File: config.mk
export PLATFORM = sky130hd
export DESIGN_NAME = periodic_timer_table_top
export DESIGN_NICKNAME = d
export VERILOG_FILES = /design/src/hw/rtl/ptt_pkg.sv /design/src/hw/rtl/ptt_front.sv /design/src/hw/rtl/ptt_back.sv /design/src/hw/rtl/periodic_timer_table_top.sv
export SDC_FILE = /design/constraint.sdc
export NUM_CORES = 2
export LEC_CHECK = 0
export BUFFER_PORTS_ARGS = -buffer_cell sky130_fd_sc_hd__buf_2
export CAP_MARGIN = 10
export CORE_MARGIN = 10
export CORE_UTILIZATION = 52
export DETAILED_ROUTE_END_ITERATION = 10
export PLACE_DENSITY = 0.67
export SETUP_SLACK_MARGIN = 0.3
export SLEW_MARGIN = 20
export SYNTH_ARGS = -nofsm -noshare
export SYNTH_HDL_FRONTEND = slang
export SYNTH_HIERARCHICAL = 1
export SYNTH_SLANG_ARGS = --single-unit
File: constraint.sdc
create_clock -name clk -period 25.4 [get_ports clk]
set_clock_uncertainty 0.05 [all_clocks]
set_input_delay 1.27 -clock clk [delete_from_list [all_inputs] [get_ports clk]]
set_output_delay 1.27 -clock clk [all_outputs]
set_load 0.005 [all_outputs]
File: src/hw/rtl/ptt_pkg.sv
// Shared types and codes for the periodic timer table.
`timescale 1ns / 1ps
package ptt_pkg;
	localparam int SLOTS_DEF  = 16;
	localparam int MAX_EVENTS = 16;
	localparam int EVW        = 5;

	typedef enum logic [2:0] {
		OP_ADD     = 3'd0,
		OP_EDIT    = 3'd1,
		OP_ENABLE  = 3'd2,
		OP_DISABLE = 3'd3,
		OP_DELETE  = 3'd4,
		OP_TICK    = 3'd5,
		OP_QEN     = 3'd6,
		OP_QEX     = 3'd7
	} op_t;

	typedef enum logic [1:0] {
		ST_OK       = 2'd0,
		ST_NOTFOUND = 2'd1,
		ST_FULL     = 2'd2
	} status_t;

	typedef struct packed {
		op_t                op;
		logic [31:0]        id;
		logic [31:0]        ivl;
		logic               en;
		logic signed [15:0] lim;
		logic               fnow;
		logic               cb;
		logic               rst;
		logic [31:0]        now;
	} cmd_t;

	// Class of a command, decided at the front
	typedef struct packed {
		logic is_add;
		logic is_tick;
		logic is_lookup;
	} cls_t;

	typedef struct packed {
		cmd_t cmd;
		cls_t cls;
	} item_t;

	typedef struct packed {
		logic [31:0]        id;
		logic [31:0]        ivl;
		logic [31:0]        last;
		logic               en;
		logic signed [15:0] lim;
		logic               fnow;
		logic               cb;
	} entry_t;

	typedef struct packed {
		logic        kind;
		status_t     status;
		logic [31:0] rid;
		logic        answer;
		logic [31:0] code;
		logic        cb;
		logic        last;
	} res_t;
endpackage

File: src/hw/rtl/ptt_front.sv
// Front end: input queue of two beats with command classification.
`timescale 1ns / 1ps
module ptt_front
	import ptt_pkg::*;
(
	input  logic        clk,
	input  logic        arst_n,
	input  logic        push,
	output logic        full,
	input  cmd_t        cmd_in,
	output logic        item_valid,
	output item_t       item,
	input  logic        item_take
);
	item_t       slot_q [2];
	logic        wr_q;
	logic        rd_q;
	logic [1:0]  cnt_q;
	cls_t        cls;
	logic        do_push;
	logic        do_pop;

	// classify on the way in
	always_comb begin
		cls.is_add    = (cmd_in.op == OP_ADD);
		cls.is_tick   = (cmd_in.op == OP_TICK);
		cls.is_lookup = !cls.is_add && !cls.is_tick;
	end

	assign full       = (cnt_q == 2'd2);
	assign item_valid = (cnt_q != 2'd0);
	assign item       = slot_q[rd_q];
	assign do_push    = push && !full;
	assign do_pop     = item_take && item_valid;

	// payload storage
	always_ff @(posedge clk) begin
		if (do_push) begin
			slot_q[wr_q] <= '{cmd: cmd_in, cls: cls};
		end
	end

	// pointers and fill count
	always_ff @(posedge clk or negedge arst_n) begin
		if (!arst_n) begin
			wr_q  <= 1'b0;
			rd_q  <= 1'b0;
			cnt_q <= 2'd0;
		end else begin
			if (do_push) wr_q <= !wr_q;
			if (do_pop) rd_q <= !rd_q;
			cnt_q <= cnt_q + {1'b0, do_push} - {1'b0, do_pop};
		end
	end
endmodule

File: src/hw/rtl/ptt_back.sv
// Back end: table memory, scan sequencer and result register.
`timescale 1ns / 1ps
module ptt_back
	import ptt_pkg::*;
#(
	parameter int SLOTS = SLOTS_DEF
) (
	input  logic        clk,
	input  logic        arst_n,
	input  logic        item_valid,
	input  item_t       item,
	output logic        item_take,
	input  logic [31:0] notify_code,
	output logic        out_valid,
	output res_t        out_res,
	input  logic        pop
);
	localparam int AW = (SLOTS > 1) ? $clog2(SLOTS) : 1;
	localparam int CW = $clog2(SLOTS + 1);

	typedef enum logic [8:0] {
		S_IDLE  = 9'b000000001,
		S_RD    = 9'b000000010,
		S_CHK   = 9'b000000100,
		S_SEND  = 9'b000001000,
		S_ADDWR = 9'b000010000,
		S_SHRD  = 9'b000100000,
		S_SHWR  = 9'b001000000,
		S_REPLY = 9'b010000000,
		S_TEND  = 9'b100000000
	} state_t;

	state_t      state_q;
	cmd_t        cmd_q;
	cls_t        cls_q;
	logic [CW-1:0] ptr_q;
	logic [CW-1:0] cnt_q;
	logic        found_q;
	logic [31:0] max_q;
	logic [EVW-1:0] k_q;
	logic        pend_v_q;
	logic [31:0] pend_id_q;
	logic        pend_cb_q;
	status_t     rep_status_q;
	logic [31:0] rep_id_q;
	logic        rep_ans_q;
	logic        out_v_q;
	res_t        out_q;

	entry_t      mem_q [SLOTS];
	entry_t      rdata_q;
	logic        we;
	logic [AW-1:0] waddr;
	logic [AW-1:0] raddr;
	entry_t      wdata;

	logic        out_free;
	logic        out_load;
	logic        match;
	logic        fire;
	logic        go;
	logic [CW:0] ptr_inc;
	logic        mod_op;
	entry_t      e_fire;
	entry_t      e_mod;
	logic signed [15:0] lim_dec;

	assign out_free  = !out_v_q || pop;
	assign out_valid = out_v_q;
	assign out_res   = out_q;
	assign item_take = (state_q == S_IDLE);
	assign match     = (rdata_q.id == cmd_q.id);
	assign ptr_inc   = (CW + 1)'(ptr_q) + 1'b1;
	assign mod_op    = (cmd_q.op == OP_EDIT) || (cmd_q.op == OP_ENABLE)
		|| (cmd_q.op == OP_DISABLE);

	// tick decision and updated entry
	always_comb begin
		fire = rdata_q.en && (rdata_q.fnow || ((cmd_q.now - rdata_q.last) > rdata_q.ivl));
		go   = !fire || !pend_v_q || out_free;
		lim_dec = (rdata_q.lim > 16'sd0) ? rdata_q.lim - 16'sd1 : rdata_q.lim;
		e_fire = rdata_q;
		e_fire.fnow = 1'b0;
		e_fire.last = cmd_q.now;
		if (!rdata_q.cb) begin
			e_fire.lim = lim_dec;
			if (lim_dec == 16'sd0) e_fire.en = 1'b0;
		end
	end

	// edit, enable and disable on a found entry
	always_comb begin
		e_mod = rdata_q;
		if (cmd_q.op == OP_EDIT) begin
			if (cmd_q.ivl != 32'd0) e_mod.ivl = cmd_q.ivl;
			if (cmd_q.cb) e_mod.cb = 1'b1;
			e_mod.en   = cmd_q.en;
			e_mod.lim  = cmd_q.lim;
			if (cmd_q.en) e_mod.last = cmd_q.now;
			e_mod.fnow = cmd_q.fnow;
		end else begin
			if (cmd_q.rst) e_mod.last = cmd_q.now;
			e_mod.en = (cmd_q.op == OP_ENABLE);
		end
	end

	// memory port control
	always_comb begin
		we    = 1'b0;
		waddr = ptr_q[AW-1:0];
		wdata = rdata_q;
		raddr = ptr_q[AW-1:0];
		case (state_q)
			S_CHK: begin
				if (cls_q.is_tick && fire && go) begin
					we    = 1'b1;
					wdata = e_fire;
				end else if (cls_q.is_lookup && match && mod_op) begin
					we    = 1'b1;
					wdata = e_mod;
				end
			end
			S_ADDWR: begin
				we    = 1'b1;
				waddr = cnt_q[AW-1:0];
				wdata.id   = found_q ? max_q + 32'd1 : cmd_q.id;
				wdata.ivl  = cmd_q.ivl;
				wdata.last = cmd_q.now;
				wdata.en   = cmd_q.en;
				wdata.lim  = cmd_q.lim;
				wdata.fnow = cmd_q.fnow;
				wdata.cb   = cmd_q.cb;
			end
			S_SHRD: raddr = ptr_inc[AW-1:0];
			S_SHWR: we = 1'b1;
			default: ;
		endcase
	end

	// table memory, registered read
	always_ff @(posedge clk) begin
		if (we) mem_q[waddr] <= wdata;
		rdata_q <= mem_q[raddr];
	end

	// result register load
	always_comb begin
		case (state_q)
			S_CHK:   out_load = cls_q.is_tick && fire && go && pend_v_q;
			S_REPLY: out_load = out_free;
			S_TEND:  out_load = pend_v_q && out_free;
			default: out_load = 1'b0;
		endcase
	end

	// result valid flag
	always_ff @(posedge clk or negedge arst_n) begin
		if (!arst_n) begin
			out_v_q <= 1'b0;
		end else if (out_load) begin
			out_v_q <= 1'b1;
		end else if (pop) begin
			out_v_q <= 1'b0;
		end
	end

	// sequencer
	always_ff @(posedge clk or negedge arst_n) begin
		if (!arst_n) begin
			state_q  <= S_IDLE;
			cnt_q    <= '0;
			ptr_q    <= '0;
			k_q      <= '0;
			found_q  <= 1'b0;
			pend_v_q <= 1'b0;
		end else begin
			case (state_q)
				S_IDLE: begin
					if (item_valid) begin
						cmd_q     <= item.cmd;
						cls_q     <= item.cls;
						ptr_q     <= '0;
						k_q       <= '0;
						found_q   <= 1'b0;
						max_q     <= '0;
						pend_v_q  <= 1'b0;
						rep_id_q  <= '0;
						rep_ans_q <= 1'b0;
						rep_status_q <= ST_OK;
						if (item.cls.is_add && cnt_q >= CW'(SLOTS)) begin
							rep_status_q <= ST_FULL;
							state_q <= S_REPLY;
						end else begin
							state_q <= S_RD;
						end
					end
				end
				S_RD: begin
					state_q <= (ptr_q >= cnt_q) ? S_SEND : S_CHK;
				end
				S_CHK: begin
					if (cls_q.is_add) begin
						if (match) found_q <= 1'b1;
						if (rdata_q.id > max_q) max_q <= rdata_q.id;
						ptr_q   <= ptr_inc[CW-1:0];
						state_q <= S_RD;
					end else if (cls_q.is_tick) begin
						if (!fire) begin
							ptr_q   <= ptr_inc[CW-1:0];
							state_q <= S_RD;
						end else if (go) begin
							// hand the previous event out, hold this one
							if (pend_v_q) begin
								out_q   <= '{kind: 1'b1, status: ST_OK, rid: pend_id_q,
									answer: 1'b0, code: notify_code, cb: pend_cb_q,
									last: 1'b0};
							end
							pend_v_q  <= 1'b1;
							pend_id_q <= rdata_q.id;
							pend_cb_q <= rdata_q.cb;
							k_q       <= k_q + 1'b1;
							ptr_q     <= ptr_inc[CW-1:0];
							state_q   <= (k_q == EVW'(MAX_EVENTS - 1)) ? S_TEND : S_RD;
						end
					end else if (match) begin
						case (cmd_q.op)
							OP_QEN: begin
								rep_ans_q <= rdata_q.en;
								state_q   <= S_REPLY;
							end
							OP_QEX: begin
								rep_ans_q <= 1'b1;
								state_q   <= S_REPLY;
							end
							OP_DELETE: state_q <= S_SHRD;
							default:   state_q <= S_REPLY;
						endcase
					end else begin
						ptr_q   <= ptr_inc[CW-1:0];
						state_q <= S_RD;
					end
				end
				S_SEND: begin
					if (cls_q.is_add) begin
						state_q <= S_ADDWR;
					end else if (cls_q.is_tick) begin
						state_q <= S_TEND;
					end else begin
						if (cmd_q.op != OP_QEX) rep_status_q <= ST_NOTFOUND;
						state_q <= S_REPLY;
					end
				end
				S_ADDWR: begin
					rep_id_q <= found_q ? max_q + 32'd1 : cmd_q.id;
					cnt_q    <= cnt_q + 1'b1;
					state_q  <= S_REPLY;
				end
				S_SHRD: begin
					if (ptr_inc >= (CW + 1)'(cnt_q)) begin
						cnt_q   <= cnt_q - 1'b1;
						state_q <= S_REPLY;
					end else begin
						state_q <= S_SHWR;
					end
				end
				S_SHWR: begin
					ptr_q   <= ptr_inc[CW-1:0];
					state_q <= S_SHRD;
				end
				S_REPLY: begin
					if (out_free) begin
						out_q   <= '{kind: 1'b0, status: rep_status_q, rid: rep_id_q,
							answer: rep_ans_q, code: 32'd0, cb: 1'b0, last: 1'b1};
						state_q <= S_IDLE;
					end
				end
				S_TEND: begin
					if (!pend_v_q) begin
						state_q <= S_IDLE;
					end else if (out_free) begin
						out_q    <= '{kind: 1'b1, status: ST_OK, rid: pend_id_q,
							answer: 1'b0, code: notify_code, cb: pend_cb_q, last: 1'b1};
						pend_v_q <= 1'b0;
						state_q  <= S_IDLE;
					end
				end
				default: state_q <= S_IDLE;
			endcase
		end
	end
endmodule

File: src/hw/rtl/periodic_timer_table_top.sv
// Periodic timer table: top level with config register and port mapping.
// Commands walk the table from the first entry: a lookup stops at its id, an absent
// id or an add walks all entries (a full add replies at once), a delete then moves each
// later entry down a slot, and a tick walks the entries and may stall on results. One
// item is worked at a time; a two-beat input queue keeps taking beats meanwhile.
// Reset clears the entry count, queues and notify code; table contents are not cleared.
`timescale 1ns / 1ps
module periodic_timer_table_top
	import ptt_pkg::*;
#(
	parameter int SLOTS = SLOTS_DEF
) (
	input  logic               clk,
	input  logic               arst_n,
	input  logic               push,
	output logic               full,
	input  logic [2:0]         opcode,
	input  logic [31:0]        timer_id,
	input  logic [31:0]        interval,
	input  logic               enable_flag,
	input  logic signed [15:0] fire_limit,
	input  logic               fire_now,
	input  logic               uses_callback,
	input  logic               reset_time,
	input  logic [31:0]        now_time,
	input  logic               cfg_we,
	input  logic [31:0]        cfg_wdata,
	output logic               empty,
	input  logic               pop,
	output logic               kind,
	output logic [1:0]         status,
	output logic [31:0]        result_id,
	output logic               answer,
	output logic [31:0]        event_code,
	output logic               by_callback,
	output logic               last_result
);
	cmd_t        cmd_in;
	item_t       item;
	logic        item_valid;
	logic        item_take;
	logic        out_valid;
	res_t        out_res;
	logic [31:0] notify_q;

	assign cmd_in = '{op: op_t'(opcode), id: timer_id, ivl: interval, en: enable_flag,
		lim: fire_limit, fnow: fire_now, cb: uses_callback, rst: reset_time,
		now: now_time};

	// notify code register
	always_ff @(posedge clk or negedge arst_n) begin
		if (!arst_n) notify_q <= '0;
		else if (cfg_we) notify_q <= cfg_wdata;
	end

	ptt_front u_front (
		.clk        (clk),
		.arst_n     (arst_n),
		.push       (push),
		.full       (full),
		.cmd_in     (cmd_in),
		.item_valid (item_valid),
		.item       (item),
		.item_take  (item_take)
	);

	ptt_back #(.SLOTS(SLOTS)) u_back (
		.clk         (clk),
		.arst_n      (arst_n),
		.item_valid  (item_valid),
		.item        (item),
		.item_take   (item_take),
		.notify_code (notify_q),
		.out_valid   (out_valid),
		.out_res     (out_res),
		.pop         (pop)
	);

	assign empty       = !out_valid;
	assign kind        = out_res.kind;
	assign status      = out_res.status;
	assign result_id   = out_res.rid;
	assign answer      = out_res.answer;
	assign event_code  = out_res.code;
	assign by_callback = out_res.cb;
	assign last_result = out_res.last;
endmodule

Word level (Yosys, flattened, before mapping) --
Memories as Yosys holds them, arrays and structs flattened. A register that Yosys moved wholly into a read port is not among the register bits. Index checks and enable logic that the tools add are counted.
Operators by class: reductions and logical operators 51, $add $sub $neg 9, bitwise operators 1, order comparisons 6, muxes and demuxes 92, equality and inequality tests 40
Operators by type and width (number):
- two-way mux 70 bit | 8
- two-way mux 32 bit | 8
- one-hot mux 115 bit (2 select lines) | 1
- one-hot mux 70 bit (3 select lines) | 1
- two-way mux 83 bit | 2
- one-hot mux 32 bit (2 select lines) | 2
- two-way mux 9 bit | 10
- one-hot mux 9 bit (9 select lines) | 1
- greater-than comparator 32 bit | 2
- two-way mux 5 bit | 11
- two-way mux 33 bit | 1
- adder 32 x 1 -> 32 bit (second input constant) | 1
- == test 32 bit | 1
- two-way mux 8 bit | 4
- nonzero test 32 bit | 1
- subtractor 32 bit | 1
- inequality test 2 x 1 -> 1 bit (second input constant) | 13
- AND reduction 6 bit | 4
- two-way mux 1 bit | 22
- one-hot mux 5 bit (2 select lines) | 2
- two-way mux 18 bit | 1
- two-way mux 17 bit | 1
- greater-than comparator 16 x 1 -> 1 bit (second input constant) | 1
- zero test 16 bit | 1
- other kinds (48) | 99
Word-level totals: bits of input ports 156, output and inout bits 72, bits in registers 355, bits in writable memories 2084, logic and storage cells 237, memories kept 2
Memories:
- u_back.mem_q | depth 16, bits a word 115, rd ports 1, clocked after memory_dff 1, wr ports 1, line ptt_back.sv:50 | entry_t mem_q [SLOTS];
- u_front.slot_q | depth 2, bits a word 122, rd ports 1, clocked after memory_dff 0, wr ports 1, line ptt_front.sv:15 | item_t slot_q [2];

Depth between registers and ports, before layout --
word-level depth 12, gate-level depth with buffers 25, mapped depth without buffers 24

Modules after synthesis --
The synthesis kept the hierarchy.
Modules (own cells, without submodules):
- ptt_back | times used 1, area an instance 89671.0 um^2, cells an instance 4298, seq. area each 67000.5 um^2
- ptt_front | times used 1, area an instance 9318.9 um^2, cells an instance 403, seq. area each 7427.1 um^2
- periodic_timer_table_top | times used 1, area an instance 1348.8 um^2, cells an instance 69, seq. area each 800.8 um^2

Least setup slack after synthesis --
Ideal clock, no wire load.
path type register to register, from register u_back/cmd_q[0] in the netlist's numbering, to memory u_back/mem_q[10][0] in the netlist's numbering (enable), setup time 0.591 ns, arrival 9.030 ns, data required time 24.759 ns, cell stages (with the launch flop) 23, clock period less this slack 9.670 ns, setup slack 15.730 ns, path through edfxtp_1 inv_1 ha_1 inv_1 fa_1 a21oi_1 o21ai_0 o21ba_2 a31oi_1 o211a_1 a31oi_1 a31o_2 a211o_1 ha_1 nand4_1 nor4_1 nand2_1 nor3_1 nor4_1 o22ai_1 a211o_1 o21ai_0 nor2_1
Between the ends: cells in the longest elaborated chain, start to end 12
RTL lines:
- start, declared | line ptt_back.sv:34 | cmd_t cmd_q;
- start signal, assigned | line ptt_back.sv:180 | cmd_q <= item.cmd;
- subtractor 32 bit * | line ptt_back.sv:79 | fire = rdata_q.en && (rdata_q.fnow || ((cmd_q.now - rdata_q.last) > rdata_q.ivl));
- greater-than comparator 32 bit * | line ptt_back.sv:79
- logical OR 1 bit * | line ptt_back.sv:79
- logical AND 1 bit * | line ptt_back.sv:79
- zero test 1 bit | line ptt_back.sv:80 | go = !fire || !pend_v_q || out_free;
- logical OR 1 bit (2 in series) | line ptt_back.sv:80
- logical AND 1 bit * | line ptt_back.sv:115 | if (cls_q.is_tick && fire && go) begin
- two-way mux 1 bit * | line ptt_back.sv:115
- one-hot mux 1 bit (2 select lines) * | line ptt_back.sv:113 | case (state_q)
- two-way mux 1 bit * | line ptt_back.sv:142 | if (we) mem_q[waddr] <= wdata;
- two-way mux 1 bit (implied by the code) * | line ptt_back.sv:142
- end, declared | line ptt_back.sv:50
Every way passes the cells marked *; elsewhere a longest branch is shown, timed or not.

Worst setup path in the final report --
from register u_back/cmd_q[0] in the netlist's numbering, to memory u_back/mem_q[6][6] in the netlist's numbering (enable)
Same word-level chain as after synthesis.

==> results.txt <==
Status: complete, no violations
Final ANT Viol Nets: 0
DR vias/cell: 6.09
Fillers: 13728
Setup CP Type: reg -> reg
Reg2reg end: u_back/mem_q[6][6]
GRT met1 Usage: 31.3%
Hold Fails Final Rpt: 0
Least-Margin Pin Slew: 1110 ps
Unrepaired setup endpoints after global routing: false
Max_cap viols: 0
Largest net degree at the start of global routing: 161
Hold/Removal Path Class: reg -> reg
Overflow after GRT: 0
CP Max Fanout: 48
I/O Pins: 228
Clock slew seen by the registers of the worst setup and hold paths: 60 ps
PD cells: 85.0 mW/mm2
Initial drt markers: 5731
IO Port Bufs: 227
Hold_buf cts: 0
Worst reg-to-reg path cell count: 25
Most common cell after layout, fill and taps aside: edfxtp_1
Worst hold margin: 452 ps
Area grow syn2layout: 12.5%
P_leak: 38.2 nW
Worst-Skew Late Latency: 860 ps
Slew HR: 25.7%
Number of synthesized flops with an enable pin: 2376
CTS root buf: clkbuf_16
Drt drc: 0
CTS max path bufs: 3
First-pass GRT wire length: 335000 um
Post-synth net total: 5043
Asr flop ratio synth: 2.47%
Routed wire length per instance: 28.7 um
GRT busiest layer: met2
Die W: 459 um
Syn avg cell area: 21.0 um2
Layout cells sized above 1: 29.6%
Critical R2R Launch: u_back/cmd_q[0]
Initial antenna violation count: 4
Cell Rows: 161
Startpoint Class: register
Nets: 5417
Met2 Usage GRT: 33.5%
CP required: 25810 ps
CP endpoint kind: register
First-pass DRT Iterations: 6
Seq/Total Area, Yosys: 75.0%
Total CTS buffers: 241
Vias: 47998
#FFs+latches synth: 2554
CTS HTree Levels: 4
CORE AREA: 0.192 mm2
GP Congestion: 0.872
YS warnings: 6
TritonCTS clock tree: built
Primary FF master, synth: edfxtp_1
Synthesized instance count: 4770
Yosys cell types: 75
Register area: 0.0752 mm2
Synthesized cell area: 0.100 mm2
Vias in the first global route: 49163
Die area: 0.211 mm2
Multi-input combinational cell area: 0.0238 mm2
WP data arrival: 8800 ps
HP Start: notify_q[29]
R2R setup slack: 17010 ps
Initial Util: 52.2%
Hold path depth: 1
Cells resized by post-CTS repair: 0
Post-route setup TNS: 0 ps
Hpwl dp: 125000 um
WHS Endpoint: notify_q[29]
Fin crit period: 8390 ps
Clock sink count: 2554
All-Layer GR Usage: 21.4%
Drt total wl: 227000 um
Commonest non-fill, non-tap cells in the layout: 2376 x edfxtp_1, 575 x mux4_2, 245 x clkbuf_16, 227 x buf_2, 152 x mux2_2
Final critical-path share of the clock period: 33.0%
Setup violators final: 0
Die Y-Extent: 459 um
Fmax: 0.119 GHz
VDD IR max: 0.0648 mV
Post-CTS Setup Inserts: 0
Fin. max-slew vios: 0
Met3 usage: 3.79%
==> critical path: stages, from the launching register on <==
cell and delay [ps]:
edfxtp_1 380, inv_1 70, ha_1 170, inv_1 60
fa_1 420, a21oi_1 190, o21ai_0 260, o21ba_2 330
a31oi_1 410, o211a_1 240, a31oi_1 130, a31o_2 300
a211o_1 270, ha_1 320, nand4_1 130, nor4_1 270
nand2_1 100, nor3_1 270, nor4_2 60, buf_4 190
o22ai_1 180, a211o_1 210, o21ai_1 270, nor2_4 810
buf_4 890, buf_4 910
==> where the power goes <==
part	switching, mW	internal (mW)	total, mW	leakage, nW
clock	1.53	2.15	3.69	4.04
sequential	0.126	4.87	4.99	23.2
combinational	0.538	0.376	0.914	11.0
total	2.20	7.40	9.59	38.2
==> cell usage after synthesis, drive strengths merged, types with 16 or more instances <==
| cell type | instances | area share (%) |
|---|---|---|
| edfxtp | 2376 | 71 |
| mux4 | 575 | 13 |
| mux2 | 252 | 3.2 |
| inv | 130 | 0.49 |
| dfxtp | 115 | 2.3 |
| ha | 115 | 1.4 |
| clkbuf | 113 | 0.42 |
| nor2 | 111 | 0.42 |
| xnor2 | 94 | 0.84 |
| buf | 81 | 0.70 |
| nand2 | 75 | 0.28 |
| a21oi | 73 | 0.36 |
| dfrtp | 62 | 1.5 |
| o21ai | 62 | 0.31 |
| a21o | 60 | 0.45 |
| nor2b | 48 | 0.30 |
| nand3 | 46 | 0.23 |
| a211oi | 42 | 0.31 |
| and2 | 42 | 0.26 |
| nand4 | 38 | 0.24 |
| nor3 | 38 | 0.19 |
| nor4 | 33 | 0.21 |
| nand2b | 16 | 0.10 |
| xor2 | 16 | 0.14 |
==> cell families (layout without fill, tap and decap cells) <==
| family | after synthesis | after routing | share of synthesized area [%] |
|---|---|---|---|
| adders and majority gates | 117 | 117 | 1.47 |
| other | 0 | 1 | 0 |
| muxes | 836 | 836 | 16.2 |
| buffers and inverters | 324 | 913 | 1.61 |
| DFF | 2554 | 2554 | 75.0 |
| and+or+nand+nor | 507 | 507 | 2.66 |
| AOI/OAI and AO/OA | 322 | 322 | 2.11 |
| xor gates and xnor gates | 110 | 110 | 0.979 |
==> per-layer routing <==
layer	vias up	wire, um
met4	2	5650
met5	-	19
met3	357	17900
met1	25256	96000
li1	20328	-
met2	2055	107000
==> through the flow <==
step,utilization (%),power (mW),area [um2],setup WS [ps],std cells
2_1_floorplan,-,5.69,100000,15730,4770
6_report,58.8,9.59,113000,17010,7886
3_3_place_gp,54.4,5.97,105000,16830,7424
3_5_place_dp,54.4,5.99,105000,16850,7424
4_1_cts,58.7,9.67,113000,16750,7882
5_1_grt,58.8,9.94,113000,16450,7885
==> final cells by class <==
cell class / count / area share (%)
repair buffers: 325 / 1.80
clock buffers: 309 / 5.79
well taps: 2526 / 2.80
clock inverters: 149 / 1.47
multi-input cells: 1892 / 21.1
inverters: 130 / 0.432
diodes: 1 / 0.00222
flip-flops and latches: 2554 / 66.6
==> registers in the layout (all words and copies together) (netlist names), 3 cells and up <==
signal and count:
u_back/cmd_q 119, u_back/ptr_q 5, u_back/k_q 5, u_back/state_q 9, notify_q 32, u_front/slot_q 244
u_back/out_res 70, u_back/mem_q 1840, u_back/cnt_q 5, u_back/e_fire 65, u_back/pend_id_q 32, u_back/rdata_q 50
u_back/max_q 32, u_back/cls_q 3, u_back/rep_id_q 32
==> worst max path at each step <==
stage                         start             endpoint  slack [ps]
floorplan           u_back/cmd_q[0]  u_back/mem_q[10][0]       15730
global placement    u_back/cmd_q[0]   u_back/mem_q[6][6]       16830
detailed placement  u_back/cmd_q[0]  u_back/mem_q[6][26]       16850
CTS                 u_back/cmd_q[0]   u_back/mem_q[6][8]       16750
global route        u_back/cmd_q[0]   u_back/mem_q[6][1]       16450
finish              u_back/cmd_q[0]   u_back/mem_q[6][6]       17010
Power figures use the tool's default switching activity.
